### src/sv/vtg_pkg.sv
// ----------------------------------------------------------------------------
// vtg_pkg
// Shared types and constants of the vector tile geometry decoder.
// ----------------------------------------------------------------------------
package vtg_pkg;

  // Default widths of the cursor arithmetic and of the ring point counter.
  localparam int unsigned COORD_BITS_DEF  = 32;
  localparam int unsigned COUNT_BITS_DEF  = 24;
  localparam int unsigned QUEUE_DEPTH_DEF = 4;

  // A varint holds at most five bytes of seven payload bits each.
  localparam int unsigned VARINT_BITS      = 35;
  localparam int unsigned VARINT_MAX_BYTES = 5;

  // Command word: id in the low bits, repeat count above it.
  localparam int unsigned CMD_ID_BITS = 3;
  localparam int unsigned REPEAT_BITS = 32 - CMD_ID_BITS;

  localparam logic [CMD_ID_BITS-1:0] CMD_MOVE  = 3'd1;
  localparam logic [CMD_ID_BITS-1:0] CMD_LINE  = 3'd2;
  localparam logic [CMD_ID_BITS-1:0] CMD_CLOSE = 3'd7;

  // Result field widths on the output stream.
  localparam int unsigned OUT_COORD_BITS = 32;
  localparam int unsigned OUT_COUNT_BITS = 24;

  // Configuration port.
  localparam int unsigned EXTENT_BITS         = 17;
  localparam logic [EXTENT_BITS-1:0] EXTENT_RESET = 17'd4096;
  localparam int unsigned PADDR_BITS          = 3;
  localparam logic        REG_TILE_EXTENT     = 1'b0;

  // Work requests passed from the front end to the back end.
  typedef enum logic [2:0] {
    OP_NONE,
    OP_MOVE,
    OP_LINE,
    OP_CLOSE,
    OP_ERROR
  } op_e;

  typedef struct packed {
    op_e  op;
    logic last;
  } entry_ctrl_t;

  typedef enum logic [1:0] {
    KIND_POINT    = 2'd0,
    KIND_RING_END = 2'd1,
    KIND_ERROR    = 2'd2
  } kind_e;

  typedef enum logic [1:0] {
    PH_START,
    PH_SECOND,
    PH_END
  } phase_e;

  typedef struct packed {
    kind_e                     kind;
    logic [OUT_COUNT_BITS-1:0] count;
    logic [OUT_COORD_BITS-1:0] y;
    logic [OUT_COORD_BITS-1:0] x;
    logic                      last;
  } result_t;

endpackage

### src/sv/vtg_front.sv
// ----------------------------------------------------------------------------
// vtg_front
// Byte intake: assembles varints, tracks the active command and turns each
// byte into at most one work request for the back end.
// ----------------------------------------------------------------------------
module vtg_front #(
  parameter int unsigned COORD_BITS = vtg_pkg::COORD_BITS_DEF
) (
  input  logic                  clk_i,
  input  logic                  rst_ni,
  input  logic                  in_valid_i,
  output logic                  in_ready_o,
  input  logic [7:0]            in_byte_i,
  input  logic                  in_last_i,
  input  logic                  space_i,
  output logic                  push_o,
  output vtg_pkg::entry_ctrl_t  push_ctrl_o,
  output logic [COORD_BITS-1:0] push_dx_o,
  output logic [COORD_BITS-1:0] push_dy_o
);
  import vtg_pkg::*;

  logic [VARINT_BITS-1:0] accum_q, accum_d;
  logic [2:0]             nbytes_q, nbytes_d;
  logic [CMD_ID_BITS-1:0] cmd_q, cmd_d;
  logic [REPEAT_BITS-1:0] repeats_q, repeats_d;
  logic                   expect_y_q, expect_y_d;
  logic [COORD_BITS-1:0]  dx_q, dx_d;

  logic                   accept;
  logic [5:0]             shamt;
  logic [VARINT_BITS-1:0] chunk;
  logic [VARINT_BITS-1:0] value;
  logic [63:0]            mag;
  logic [63:0]            zz_wide;
  logic [COORD_BITS-1:0]  zz;
  logic [REPEAT_BITS-1:0] word_cnt;
  logic [CMD_ID_BITS-1:0] word_id;
  op_e                    op;

  assign accept     = in_valid_i & space_i;
  assign in_ready_o = space_i;

  assign shamt    = 6'(nbytes_q) * 6'd7;
  assign chunk    = VARINT_BITS'(in_byte_i[6:0]) << shamt;
  assign value    = accum_q | chunk;
  // Zigzag: an odd code is the complement of half its value.
  assign mag      = 64'(value[VARINT_BITS-1:1]);
  assign zz_wide  = value[0] ? ~mag : mag;
  assign zz       = zz_wide[COORD_BITS-1:0];
  assign word_id  = value[CMD_ID_BITS-1:0];
  assign word_cnt = value[31:CMD_ID_BITS];

  always_comb begin
    accum_d    = accum_q;
    nbytes_d   = nbytes_q;
    cmd_d      = cmd_q;
    repeats_d  = repeats_q;
    expect_y_d = expect_y_q;
    dx_d       = dx_q;
    op         = OP_NONE;
    if (accept) begin
      if (!in_byte_i[7]) begin
        accum_d  = '0;
        nbytes_d = '0;
        if (repeats_q == '0) begin
          cmd_d      = word_id;
          expect_y_d = 1'b0;
          if (word_cnt != '0) begin
            if (word_id == CMD_MOVE || word_id == CMD_LINE) begin
              repeats_d = word_cnt;
            end else if (word_id == CMD_CLOSE) begin
              op = OP_CLOSE;
            end
          end
        end else if (!expect_y_q) begin
          dx_d       = zz;
          expect_y_d = 1'b1;
        end else begin
          expect_y_d = 1'b0;
          repeats_d  = repeats_q - 1'b1;
          op         = (cmd_q == CMD_MOVE) ? OP_MOVE : OP_LINE;
        end
      end else if (nbytes_q == 3'(VARINT_MAX_BYTES - 1)) begin
        // Continuation bit still set on the fifth byte.
        accum_d    = '0;
        nbytes_d   = '0;
        repeats_d  = '0;
        expect_y_d = 1'b0;
        op         = OP_ERROR;
      end else begin
        accum_d  = value;
        nbytes_d = nbytes_q + 3'd1;
      end
      if (in_last_i) begin
        if (nbytes_d != '0) begin
          op = OP_ERROR;
        end
        accum_d    = '0;
        nbytes_d   = '0;
        cmd_d      = '0;
        repeats_d  = '0;
        expect_y_d = 1'b0;
        dx_d       = '0;
      end
    end
  end

  assign push_o           = accept & ((op != OP_NONE) | in_last_i);
  assign push_ctrl_o.op   = op;
  assign push_ctrl_o.last = in_last_i;
  assign push_dx_o        = dx_q;
  assign push_dy_o        = zz;

  always_ff @(posedge clk_i or negedge rst_ni) begin
    if (!rst_ni) begin
      accum_q    <= '0;
      nbytes_q   <= '0;
      cmd_q      <= '0;
      repeats_q  <= '0;
      expect_y_q <= 1'b0;
      dx_q       <= '0;
    end else begin
      accum_q    <= accum_d;
      nbytes_q   <= nbytes_d;
      cmd_q      <= cmd_d;
      repeats_q  <= repeats_d;
      expect_y_q <= expect_y_d;
      dx_q       <= dx_d;
    end
  end

endmodule

### src/sv/vtg_queue.sv
// ----------------------------------------------------------------------------
// vtg_queue
// Short register queue that decouples the byte intake from the back end.
// ----------------------------------------------------------------------------
module vtg_queue #(
  parameter int unsigned WIDTH = 8,
  parameter int unsigned DEPTH = vtg_pkg::QUEUE_DEPTH_DEF
) (
  input  logic             clk_i,
  input  logic             rst_ni,
  input  logic             push_i,
  input  logic [WIDTH-1:0] wdata_i,
  output logic             space_o,
  input  logic             pop_i,
  output logic             valid_o,
  output logic [WIDTH-1:0] rdata_o
);
  import vtg_pkg::*;

  localparam int unsigned PTR_BITS = (DEPTH > 1) ? $clog2(DEPTH) : 1;
  localparam int unsigned CNT_BITS = $clog2(DEPTH + 1);

  logic [WIDTH-1:0]    mem_q [DEPTH];
  logic [PTR_BITS-1:0] wptr_q, rptr_q;
  logic [CNT_BITS-1:0] count_q;
  logic                do_push, do_pop;

  assign space_o = (count_q != CNT_BITS'(DEPTH));
  assign valid_o = (count_q != '0);
  assign rdata_o = mem_q[rptr_q];
  assign do_push = push_i & space_o;
  assign do_pop  = pop_i & valid_o;

  always_ff @(posedge clk_i) begin
    if (do_push) begin
      mem_q[wptr_q] <= wdata_i;
    end
  end

  always_ff @(posedge clk_i or negedge rst_ni) begin
    if (!rst_ni) begin
      wptr_q  <= '0;
      rptr_q  <= '0;
      count_q <= '0;
    end else begin
      if (do_push) begin
        wptr_q <= (wptr_q == PTR_BITS'(DEPTH - 1)) ? '0 : wptr_q + 1'b1;
      end
      if (do_pop) begin
        rptr_q <= (rptr_q == PTR_BITS'(DEPTH - 1)) ? '0 : rptr_q + 1'b1;
      end
      if (do_push && !do_pop) begin
        count_q <= count_q + 1'b1;
      end else if (do_pop && !do_push) begin
        count_q <= count_q - 1'b1;
      end
    end
  end

endmodule

### src/sv/vtg_back.sv
// ----------------------------------------------------------------------------
// vtg_back
// Cursor and ring engine: carries out the queued work requests and delivers
// at most one result per cycle into the output register, while it is empty or read.
// ----------------------------------------------------------------------------
module vtg_back #(
  parameter int unsigned COORD_BITS = vtg_pkg::COORD_BITS_DEF,
  parameter int unsigned COUNT_BITS = vtg_pkg::COUNT_BITS_DEF
) (
  input  logic                          clk_i,
  input  logic                          rst_ni,
  input  logic                          head_valid_i,
  input  vtg_pkg::entry_ctrl_t          head_ctrl_i,
  input  logic [COORD_BITS-1:0]         head_dx_i,
  input  logic [COORD_BITS-1:0]         head_dy_i,
  input  logic [vtg_pkg::EXTENT_BITS-1:0] extent_i,
  output logic                          pop_o,
  output logic                          out_valid_o,
  input  logic                          out_ready_i,
  output vtg_pkg::result_t              out_result_o
);
  import vtg_pkg::*;

  phase_e                phase_q, phase_d;
  logic [COORD_BITS-1:0] cursor_x_q, cursor_x_d, cursor_y_q, cursor_y_d;
  logic [COORD_BITS-1:0] first_x_q, first_x_d, first_y_q, first_y_d;
  logic [COORD_BITS-1:0] prev_x_q, prev_x_d, prev_y_q, prev_y_d;
  logic [COUNT_BITS-1:0] ring_q, ring_d;
  logic                  out_valid_q, out_valid_d;
  result_t               res_q, res_d;

  logic                  step, emit, clr, dup, last;
  logic [COORD_BITS-1:0] ext_c, flip_first, flip_cur;
  logic [COUNT_BITS-1:0] ring_inc;

  function automatic logic [OUT_COORD_BITS-1:0] coord_out(input logic [COORD_BITS-1:0] c);
    logic [63:0] w;
    w = 64'(c);
    return w[OUT_COORD_BITS-1:0];
  endfunction

  function automatic logic [OUT_COUNT_BITS-1:0] count_out(input logic [COUNT_BITS-1:0] c);
    logic [31:0] w;
    w = 32'(c);
    return w[OUT_COUNT_BITS-1:0];
  endfunction

  assign step       = head_valid_i & (~out_valid_q | out_ready_i);
  assign last       = head_ctrl_i.last;
  assign ext_c      = COORD_BITS'(64'(extent_i));
  assign flip_first = ext_c - first_y_q;
  assign flip_cur   = ext_c - cursor_y_q;
  assign ring_inc   = (ring_q == '1) ? ring_q : ring_q + 1'b1;
  assign dup        = (ring_q != '0) && (cursor_x_q == prev_x_q) && (cursor_y_q == prev_y_q);

  always_comb begin
    phase_d    = phase_q;
    cursor_x_d = cursor_x_q;
    cursor_y_d = cursor_y_q;
    first_x_d  = first_x_q;
    first_y_d  = first_y_q;
    prev_x_d   = prev_x_q;
    prev_y_d   = prev_y_q;
    ring_d     = ring_q;
    res_d      = res_q;
    emit       = 1'b0;
    clr        = 1'b0;
    pop_o      = 1'b0;
    if (step) begin
      unique case (phase_q)
        PH_START: begin
          case (head_ctrl_i.op) inside
            OP_MOVE, OP_LINE: begin
              cursor_x_d = cursor_x_q + head_dx_i;
              cursor_y_d = cursor_y_q + head_dy_i;
              // moveTo closes the open ring; its point always follows.
              if (head_ctrl_i.op == OP_MOVE && ring_q != '0) begin
                emit   = 1'b1;
                res_d  = '{KIND_RING_END, count_out(ring_q), '0, '0, 1'b0};
                ring_d = '0;
              end
              phase_d = PH_SECOND;
            end
            OP_CLOSE: begin
              if (ring_q != '0) begin
                emit    = 1'b1;
                res_d   = '{KIND_POINT, '0, coord_out(flip_first), coord_out(first_x_q), 1'b0};
                phase_d = PH_SECOND;
              end else begin
                pop_o = 1'b1;
                clr   = last;
              end
            end
            OP_ERROR: begin
              emit  = 1'b1;
              res_d = '{KIND_ERROR, '0, '0, '0, !(last && ring_q != '0)};
              if (last && ring_q != '0) begin
                phase_d = PH_END;
              end else begin
                pop_o = 1'b1;
                clr   = last;
              end
            end
            default: begin
              // Bare field end.
              if (last && ring_q != '0) begin
                emit  = 1'b1;
                res_d = '{KIND_RING_END, count_out(ring_q), '0, '0, 1'b1};
              end
              pop_o = 1'b1;
              clr   = last;
            end
          endcase
        end
        PH_SECOND: begin
          case (head_ctrl_i.op) inside
            OP_MOVE, OP_LINE: begin
              if (!dup) begin
                emit  = 1'b1;
                res_d = '{KIND_POINT, '0, coord_out(flip_cur), coord_out(cursor_x_q), !last};
                if (ring_q == '0) begin
                  first_x_d = cursor_x_q;
                  first_y_d = cursor_y_q;
                end
                prev_x_d = cursor_x_q;
                prev_y_d = cursor_y_q;
                ring_d   = ring_inc;
                if (last) begin
                  phase_d = PH_END;
                end else begin
                  pop_o   = 1'b1;
                  phase_d = PH_START;
                end
              end else begin
                // A repeated point is dropped; the ring stays open unless the field ends here.
                if (last) begin
                  emit  = 1'b1;
                  res_d = '{KIND_RING_END, count_out(ring_q), '0, '0, 1'b1};
                  clr   = 1'b1;
                end
                pop_o   = 1'b1;
                phase_d = PH_START;
              end
            end
            default: begin
              emit    = 1'b1;
              res_d   = '{KIND_RING_END, count_out(ring_inc), '0, '0, 1'b1};
              ring_d  = '0;
              pop_o   = 1'b1;
              clr     = last;
              phase_d = PH_START;
            end
          endcase
        end
        PH_END: begin
          emit    = 1'b1;
          res_d   = '{KIND_RING_END, count_out(ring_q), '0, '0, 1'b1};
          clr     = 1'b1;
          pop_o   = 1'b1;
          phase_d = PH_START;
        end
        default: begin
          phase_d = PH_START;
        end
      endcase
    end
    if (clr) begin
      cursor_x_d = '0;
      cursor_y_d = '0;
      first_x_d  = '0;
      first_y_d  = '0;
      prev_x_d   = '0;
      prev_y_d   = '0;
      ring_d     = '0;
    end
    if (emit) begin
      out_valid_d = 1'b1;
    end else if (out_ready_i) begin
      out_valid_d = 1'b0;
    end else begin
      out_valid_d = out_valid_q;
    end
  end

  always_ff @(posedge clk_i or negedge rst_ni) begin
    if (!rst_ni) begin
      phase_q     <= PH_START;
      cursor_x_q  <= '0;
      cursor_y_q  <= '0;
      first_x_q   <= '0;
      first_y_q   <= '0;
      prev_x_q    <= '0;
      prev_y_q    <= '0;
      ring_q      <= '0;
      out_valid_q <= 1'b0;
    end else begin
      phase_q     <= phase_d;
      cursor_x_q  <= cursor_x_d;
      cursor_y_q  <= cursor_y_d;
      first_x_q   <= first_x_d;
      first_y_q   <= first_y_d;
      prev_x_q    <= prev_x_d;
      prev_y_q    <= prev_y_d;
      ring_q      <= ring_d;
      out_valid_q <= out_valid_d;
    end
  end

  always_ff @(posedge clk_i) begin
    res_q <= res_d;
  end

  assign out_valid_o  = out_valid_q;
  assign out_result_o = res_q;

endmodule

### src/sv/vector_tile_geometry_decoder.sv
// ----------------------------------------------------------------------------
// vector_tile_geometry_decoder
// Decodes the command stream of one vector tile geometry field into points,
// ring ends and malformed varint reports.
// ----------------------------------------------------------------------------
// The block takes one geometry byte per cycle for as long as its request
// queue (QUEUE_DEPTH entries) has room; every byte that completes a closePath
// command or a coordinate pair, ends the field or breaks a varint places one
// request in the queue. The back end handles a coordinate pair in two steps
// (cursor add, then duplicate test and y flip), and one result leaves the
// output register per cycle while the sink is ready. A point needs at least
// two bytes, so a run of pairs streams at one byte per cycle while the sink
// takes every result.
// Results of one byte arrive in order with tlast on the final one.
module vector_tile_geometry_decoder #(
  parameter int unsigned COORD_BITS  = vtg_pkg::COORD_BITS_DEF,
  parameter int unsigned COUNT_BITS  = vtg_pkg::COUNT_BITS_DEF,
  parameter int unsigned QUEUE_DEPTH = vtg_pkg::QUEUE_DEPTH_DEF
) (
  input  logic                           clk_i,
  input  logic                           rst_ni,
  // Byte stream.
  input  logic                           s_axis_tvalid_i,
  output logic                           s_axis_tready_o,
  input  logic [7:0]                     s_axis_tdata_i,   // [7:0] geom_byte
  input  logic                           s_axis_tlast_i,   // last_byte
  // Result stream.
  output logic                           m_axis_tvalid_o,
  input  logic                           m_axis_tready_i,
  // [31:0] point_x, [63:32] point_y, [87:64] ring_points
  output logic [87:0]                    m_axis_tdata_o,
  output logic [1:0]                     m_axis_tuser_o,   // [1:0] result_kind
  output logic                           m_axis_tlast_o,   // last_result
  // Configuration.
  input  logic                           psel,
  input  logic                           penable,
  input  logic                           pwrite,
  input  logic [vtg_pkg::PADDR_BITS-1:0] paddr,
  input  logic [31:0]                    pwdata,
  output logic [31:0]                    prdata,
  output logic                           pready
);
  import vtg_pkg::*;

  localparam int unsigned CTRL_BITS  = $bits(entry_ctrl_t);
  localparam int unsigned ENTRY_BITS = CTRL_BITS + 2 * COORD_BITS;

  logic [EXTENT_BITS-1:0] extent_q;

  logic                  push, space, pop, head_valid;
  entry_ctrl_t           push_ctrl, head_ctrl;
  logic [COORD_BITS-1:0] push_dx, push_dy, head_dx, head_dy;
  logic [ENTRY_BITS-1:0] wdata, rdata;
  result_t               result;

  assign pready = 1'b1;
  assign prdata = (paddr[2] == REG_TILE_EXTENT) ? 32'(extent_q) : '0;

  always_ff @(posedge clk_i or negedge rst_ni) begin
    if (!rst_ni) begin
      extent_q <= EXTENT_RESET;
    end else if (psel && penable && pwrite && pready && paddr[2] == REG_TILE_EXTENT) begin
      extent_q <= pwdata[EXTENT_BITS-1:0];
    end
  end

  vtg_front #(
    .COORD_BITS(COORD_BITS)
  ) u_front (
    .clk_i      (clk_i),
    .rst_ni     (rst_ni),
    .in_valid_i (s_axis_tvalid_i),
    .in_ready_o (s_axis_tready_o),
    .in_byte_i  (s_axis_tdata_i),
    .in_last_i  (s_axis_tlast_i),
    .space_i    (space),
    .push_o     (push),
    .push_ctrl_o(push_ctrl),
    .push_dx_o  (push_dx),
    .push_dy_o  (push_dy)
  );

  assign wdata = {push_ctrl, push_dx, push_dy};

  vtg_queue #(
    .WIDTH(ENTRY_BITS),
    .DEPTH(QUEUE_DEPTH)
  ) u_queue (
    .clk_i  (clk_i),
    .rst_ni (rst_ni),
    .push_i (push),
    .wdata_i(wdata),
    .space_o(space),
    .pop_i  (pop),
    .valid_o(head_valid),
    .rdata_o(rdata)
  );

  assign head_ctrl = entry_ctrl_t'(rdata[ENTRY_BITS-1 -: CTRL_BITS]);
  assign head_dx   = rdata[2*COORD_BITS-1:COORD_BITS];
  assign head_dy   = rdata[COORD_BITS-1:0];

  vtg_back #(
    .COORD_BITS(COORD_BITS),
    .COUNT_BITS(COUNT_BITS)
  ) u_back (
    .clk_i       (clk_i),
    .rst_ni      (rst_ni),
    .head_valid_i(head_valid),
    .head_ctrl_i (head_ctrl),
    .head_dx_i   (head_dx),
    .head_dy_i   (head_dy),
    .extent_i    (extent_q),
    .pop_o       (pop),
    .out_valid_o (m_axis_tvalid_o),
    .out_ready_i (m_axis_tready_i),
    .out_result_o(result)
  );

  assign m_axis_tdata_o = {result.count, result.y, result.x};
  assign m_axis_tuser_o = result.kind;
  assign m_axis_tlast_o = result.last;

endmodule

### config.mk
export PLATFORM = sky130hd
export DESIGN_NAME = vector_tile_geometry_decoder
export DESIGN_NICKNAME = d
export VERILOG_FILES = /design/src/sv/vtg_pkg.sv /design/src/sv/vtg_front.sv /design/src/sv/vtg_queue.sv /design/src/sv/vtg_back.sv /design/src/sv/vector_tile_geometry_decoder.sv
export SDC_FILE = /design/constraint.sdc
export NUM_CORES = 1
export LEC_CHECK = 0
export ABC_CLOCK_PERIOD_IN_PS = 12400
export BUFFER_PORTS_ARGS = -buffer_cell sky130_fd_sc_hd__buf_4
export CORE_MARGIN = 2
export CORE_UTILIZATION = 55
export CTS_BUF_LIST = sky130_fd_sc_hd__clkbuf_4 sky130_fd_sc_hd__clkbuf_8 sky130_fd_sc_hd__clkbuf_16
export DETAILED_ROUTE_END_ITERATION = 8
export PLACE_DENSITY = 0.73
export REMOVE_ABC_BUFFERS = 1
export SYNTH_ARGS = -nofsm -noshare
export SYNTH_HDL_FRONTEND = slang
export SYNTH_HIERARCHICAL = 1
export SYNTH_SLANG_ARGS = --single-unit
### constraint.sdc
create_clock -name clk_i -period 12.4 [get_ports clk_i]
set_clock_uncertainty 0.15 [all_clocks]
set_input_delay 1.24 -clock clk_i [delete_from_list [all_inputs] [get_ports clk_i]]
set_output_delay 1.24 -clock clk_i [all_outputs]
set_load 0.05 [all_outputs]
Word-level counts from Yosys, hierarchy flattened:

Memories as Yosys holds them, arrays and structs flattened.
Cells that the tools add are included.

* add/sub/neg operators: 11
* multipliers: 1
* divide/modulo/power cells: 0
* magnitude comparators: 0
* equality and inequality tests: 33
* shifts and indexed selects: 1
* multiplexer cells: 134
* bitwise logic cells: 11
* reduce and logical (&&, ||, !) cells: 44

Operators with widths (count)
* 32-bit two-way mux: 35
* 91-bit two-way mux: 9
* 91-bit case mux with 3 select lines: 1
* 29-bit two-way mux: 7
* 24-bit two-way mux: 7
* 35-bit two-way mux: 3
* 32-bit adder: 2
* 32-bit == test: 2
* 17-bit by 32-bit subtractor with 32-bit output: 2
* 3-bit two-way mux: 18
* 24-bit case mux with 2 select lines: 1
* 1-bit two-way mux: 36
* 35-bit OR: 1
* 7-bit by 6-bit left shift with 35-bit output: 1
* 32-bit NOT: 1
* 29-bit zero test: 1
* 29-bit nonzero test: 1
* 29-bit by 1-bit subtractor with 29-bit output, second input constant: 1
* 24-bit by 1-bit adder with 24-bit output, second input constant: 1
* 24-bit == test, second input constant: 1
* 24-bit zero test: 1
* 2-bit two-way mux: 12
* 24-bit nonzero test: 1
* 17-bit two-way mux: 1
* 36 further kinds: 89

* bits in registers: 437
* bits in latches: 0
* memory bits (writable): 272
* bits in read-only memories: 0
* input bits: 51
* output and inout bits: 126
* word-level logic and storage cells: 260
* memories kept: 1

Memory list
* u_queue.mem_q: words 4, bits a word 68, read ports 1, clocked after Yosys merged registers in 0, write ports 1, line vtg_queue.sv:23 `logic [WIDTH-1:0] mem_q [DEPTH];`

Longest topological paths before layout:

* depth in word-level cells: 20
* depth in mapped cells: 18
* gate-level depth less buffers: 18

Cells and area by module:

The synthesis kept the hierarchy.

By module, submodules not included
* vtg_back: times used 1, cells each 1911, area an instance 19287.2 um^2, sequential area each 8212.9 um^2
* vtg_queue: times used 1, cells each 392, area an instance 10219.8 um^2, sequential area each 8343.0 um^2
* vtg_front: times used 1, cells each 645, area an instance 5724.2 um^2, sequential area each 2527.4 um^2
* vector_tile_geometry_decoder: times used 1, cells each 72, area an instance 937.1 um^2, sequential area each 426.7 um^2

Least setup slack after synthesis:

Ideal clock, no wire load.

* path kind: register to register
* from: reg u_queue.rptr_q[0]
* to: reg u_back.res_q (netlist bit u_back/out_result_o[0]) (enable)
* library setup time: 0.595 ns
* arrival: 6.974 ns
* data required time: 11.655 ns
* setup slack: 4.681 ns
* cell stages (with the launch flop): 9
* path buffers: 4
* period minus slack after synthesis: 7.719 ns
* cells stage by stage: dfrtp_1 > buf_2 > buf_2 > mux4_2 > xor2_1 > nor2b_1 > clkbuf_1 > clkbuf_1 > a31oi_1

* longest elaborated chain between the ends: 5
* elaborated cells on any way between the ends: 13
* classes of those cells: 8 x eq/ne; 4 x reduce/logical; 1 x memory

RTL lines
* start: declaration: line vtg_queue.sv:24 `logic [PTR_BITS-1:0] wptr_q, rptr_q;`
* start signal: assignment: line vtg_queue.sv:50 `rptr_q <= (rptr_q == PTR_BITS'(DEPTH - 1)) ? '0 : rptr_q + 1'b1;`
* memory 4 x 68 bit *
* net rdata[66]: line vector_tile_geometry_decoder.sv:53 `logic [ENTRY_BITS-1:0] wdata, rdata;`
* 3-bit by 2-bit == test with 1-bit output (no line) / 3-bit by 1-bit == test with 1-bit output (equally long branches)
* 2-bit OR reduction / 1-bit logical AND (equally long branches): line vtg_back.sv:72, vtg_back.sv:116, vtg_back.sv:77
* 5-bit by 1-bit inequality test with 1-bit output (no line), or another cell as far along
* 6-bit AND reduction (no line) *
* end signal: assignment: line vtg_back.sv:210 `res_q <= res_d;`
* end: declaration: line vtg_back.sv:30 `result_t res_q, res_d;`

The timed path passes the listed nets; every way through them passes the cells marked *.
A chain may end at the register's enable or synchronous reset.

Final worst setup path:

* from: reg u_queue.rptr_q[1]
* to: reg u_back.first_x_q[9]

* elaborated cells on any way between the ends: 24
* classes of those cells: 5 x eq/ne; 11 x mux; 7 x reduce/logical; 1 x memory

RTL lines
* memory 4 x 68 bit *
* net rdata[66]: line vector_tile_geometry_decoder.sv:53
* 3-bit == test (no line)
* 1-bit two-way mux (3 in a row): line vtg_back.sv:72 `case (head_ctrl_i.op) inside`
* 1-bit case mux with 3 select lines: line vtg_back.sv:70 `unique case (phase_q)`
* 1-bit two-way mux: line vtg_back.sv:69 `if (step) begin`
* 2-bit by 1-bit inequality test with 1-bit output (no line) / 2-bit nonzero test (equally long branches)
* 5-bit AND reduction (no line)
* end signal: assignment: line vtg_back.sv:200 `first_x_q <= first_x_d;`
* end: declaration: line vtg_back.sv:26 `logic [COORD_BITS-1:0] first_x_q, first_x_d, first_y_q, first_y_d;`

Marks and branches as above.

==> flow_summary.yaml <==
run_status:
  outcome: "finished clean"
global_routing:
  groute.usage.overall_pct: 27.5
  use_met3_pct: 3.74
  grt_busiest_layer: "met2"
  antenna_found_initial: 0
  grt_max_degree: 162
  grtUsageMet2_pct: 45.3
  grt_use_met1_pct: 38.0
  grt.overflow.total: 0
  grt_pass1_wl_um: 144000
  grt_pass1_vias: 24566
cts:
  post_cts_buffers: 0
  cts_resized: 0
  clk_pin_slew_ps: 60
  numCtsBuffers: 76
  clock_sinks: 707
  clock-root-buffer: "clkbuf_16"
  hold_buffers: 0
  worstSkewPairLatency_ps: 630
  cts_max_level: 3
  clock_path_buffers: 3
  cts_tree: "done"
sta:
  report.final.slew_viol_count: 0
  min_period_ps: 6030
  post-route-worst-setup-slack_ps: 6370
  rsz0062_at_grt: "no"
  setup_viol: 0
  worst_pin_slew_ps: 1220
  max_freq_ghz: 0.166
  relSlewSlack_pct: 18.3
  hold_viol_final: 0
  fin_crit_sh_pct: 48.7
  fin_tns_setup_ps: 0
finish:
  mostFrequentLayoutCell: "edfxtp_1"
  fin_cells: 4043
  fin_nets: 3285
  syn2layout_area_growth_pct: 12.4
  antenna_cells: 0
  layout_common_cells: "edfxtp_1 (363), dfrtp_1 (341), nand2_1 (181), nor2_1 (177), buf_4 (172)"
  drive_gt1_share_pct: 15.3
floorplanning:
  initial_core_util_pct: 55.3
  die_h_um: 260
  coreArea_um2: 65400
  ioPinCount: 177
  die_w_um: 260
  rows: 94
  dieArea_um2: 67800
placed_design:
  gp_congestion: 0.933
  hpwl_um: 62500
  post-place-ws_ps: 6490
  port_buffers: 143
  dp.cells: 3901
worst_hold_path:
  hold_start: "u_back/first_x_q[22]"
  hold_path_class: "reg2reg"
  hold_depth: 1
  hold_end: "u_back/first_x_q[22]"
routing:
  drc_errors: 0
  antenna_left: 0
  avgViaCountPerCell: 6.29
  drt_first_iter_violations: 2415
  vias: 25432
  dr.pass1.iters: 5
  drt-wirelength-per-cell_um: 23.0
  routed_wl_um: 93000
worst_setup_path:
  path_max_fanout: 65
  critPathArrivalTime_ps: 6380
  rrSetupSlack_ps: 6370
  r2r_start: "u_queue/rptr_q[1]"
  worstPathRequired_ps: 12750
  criticalPathCategory: "reg2reg"
  r2r-end: "u_back/first_x_q[9]"
  reg2reg_depth: 14
  worst_setup_path_start_kind: "flip-flop"
  end_kind: "flip-flop"
flow_run:
  drv_cap: 0
synthesis:
  ys.warnings.count: 6
  syn_inst: 3020
  synth_cell_types: 94
  avgSynthCellArea_um2: 12.0
  synth_edf_count: 363
  async_reset_ff_share_pct: 48.7
  ys.flop_type: "edfxtp_1"
  netlist_area_um2: 36200
  ys_seq_area_share_pct: 53.9
  ys_seq_elements: 707
## flip-flops by register name (all words and copies together), names as in the netlist, 3 cells and up
| register | count |
|---|---|
| extent_q | 17 |
| u_back/cursor_x_q | 32 |
| u_back/cursor_y_q | 32 |
| u_back/first_x_q | 32 |
| u_back/first_y_q | 32 |
| u_back/out_result_o | 91 |
| u_back/prev_x_q | 32 |
| u_back/prev_y_q | 32 |
| u_back/ring_q | 24 |
| u_front/accum_q | 33 |
| u_front/cmd_q | 3 |
| u_front/nbytes_q | 3 |
| u_front/push_dx_o | 32 |
| u_front/repeats_q | 29 |
| u_queue/count_q | 3 |
| u_queue/mem_q | 272 |
## stage by stage
stage               cell area [µm²]  hold slack (ps)  util [%]
CTS                           40600              338      62.2
global route                  40600              346      62.2
global placement              37900              314      58.0
detailed placement            37900              325      58.0
finish                        40600              335      62.2
floorplan                     35400              297         -
## layer usage
layer	part of all wire [%]	vias to the layer above	routed length [µm]
met5	0	-	0
met4	3.0	0	2810
met3	5.8	165	5430
met2	48	951	45100
met1	43	12735	39700
li1	-	11581	-
## area by class of cell
type | instances | area, µm²
Clock buffer | 102 | 2160
Clock inverter | 40 | 566
Fill cell | 5026 | 24800
Inverter | 89 | 334
Multi-Input combinational cell | 2067 | 15700
Sequential cell | 707 | 19500
Tap cell | 864 | 1080
Timing Repair Buffer | 174 | 1330
## critical path: stages (launching register included)
cell	delay, ps
dfrtp_2	820
buf_4	670
mux4_2	480
xor2_1	230
nor2b_1	160
buf_4	250
nand2_1	80
buf_4	240
a21oi_1	330
a21oi_1	130
nor2_4	90
buf_4	710
o21a_2	250
buf_4	690
mux2_1	400
## synthesized netlist by cell type, types with 13 or more instances
master       n  area, µm²
o211ai_1    14        105
nor4_1      38        238
a211oi_1    18        135
o21bai_1    15        113
ha_1       114       1430
mux2_2      43        484
and2_1      64        400
nand2b_1    23        144
or3_1       23        144
and3_1      22        138
nand4_1     25        156
nor2b_1     29        181
o21ai_0    107        536
o31ai_1     82        616
a21o_1      40        300
o22ai_1     27        169
buf_4       20        150
nor2_1     181        679
nand2_1    182        683
edfxtp_1   363      10900
clkbuf_1    99        372
o21a_1      31        233
a22o_1      49        429
a21oi_1    173        866
xor2_1     154       1350
o21ai_1     13       65.1
xnor2_1     46        403
a31oi_1     31        194
inv_1       89        334
nand3_1     50        250
nor3_1      72        360
a32o_1      36        360
mux2_1      95       1070
dfrtp_1    343       8580
mux4_2      68       1530
buf_2       39        195
a2111oi_0   14        123
## cell families (layout without fill, tap and decap cells)
group	Yosys count	count (layout)	synth area share, %
AOI/OAI and AO/OA	720	720	13.5
xor gates and xnor gates	200	200	4.84
adders and majority gates	119	119	4.22
buffers and inverters	260	405	3.10
DFF	707	707	53.9
muxes	220	220	9.08
other	2	16	0.0208
and+or+nand+nor	792	792	11.3
## worst max path at each step
stage                            startpoint                    to  slack (ps)  cells after the start
after floorplan           u_queue/rptr_q[0]  u_back/first_y_q[18]        2070                      9
after global placement    u_queue/rptr_q[1]  u_back/first_y_q[28]        6520                     12
after detailed placement  u_queue/rptr_q[1]  u_back/first_y_q[19]        6490                     12
after CTS                 u_queue/rptr_q[1]   u_back/first_x_q[9]        6450                     12
after global routing      u_queue/rptr_q[1]  u_back/first_y_q[19]        6110                     14
final                     u_queue/rptr_q[1]   u_back/first_x_q[9]        6370                     14
Power is left out: the tool's default activity adds up to more than one toggle a clock period on the data nets, which glitch-free logic cannot reach.
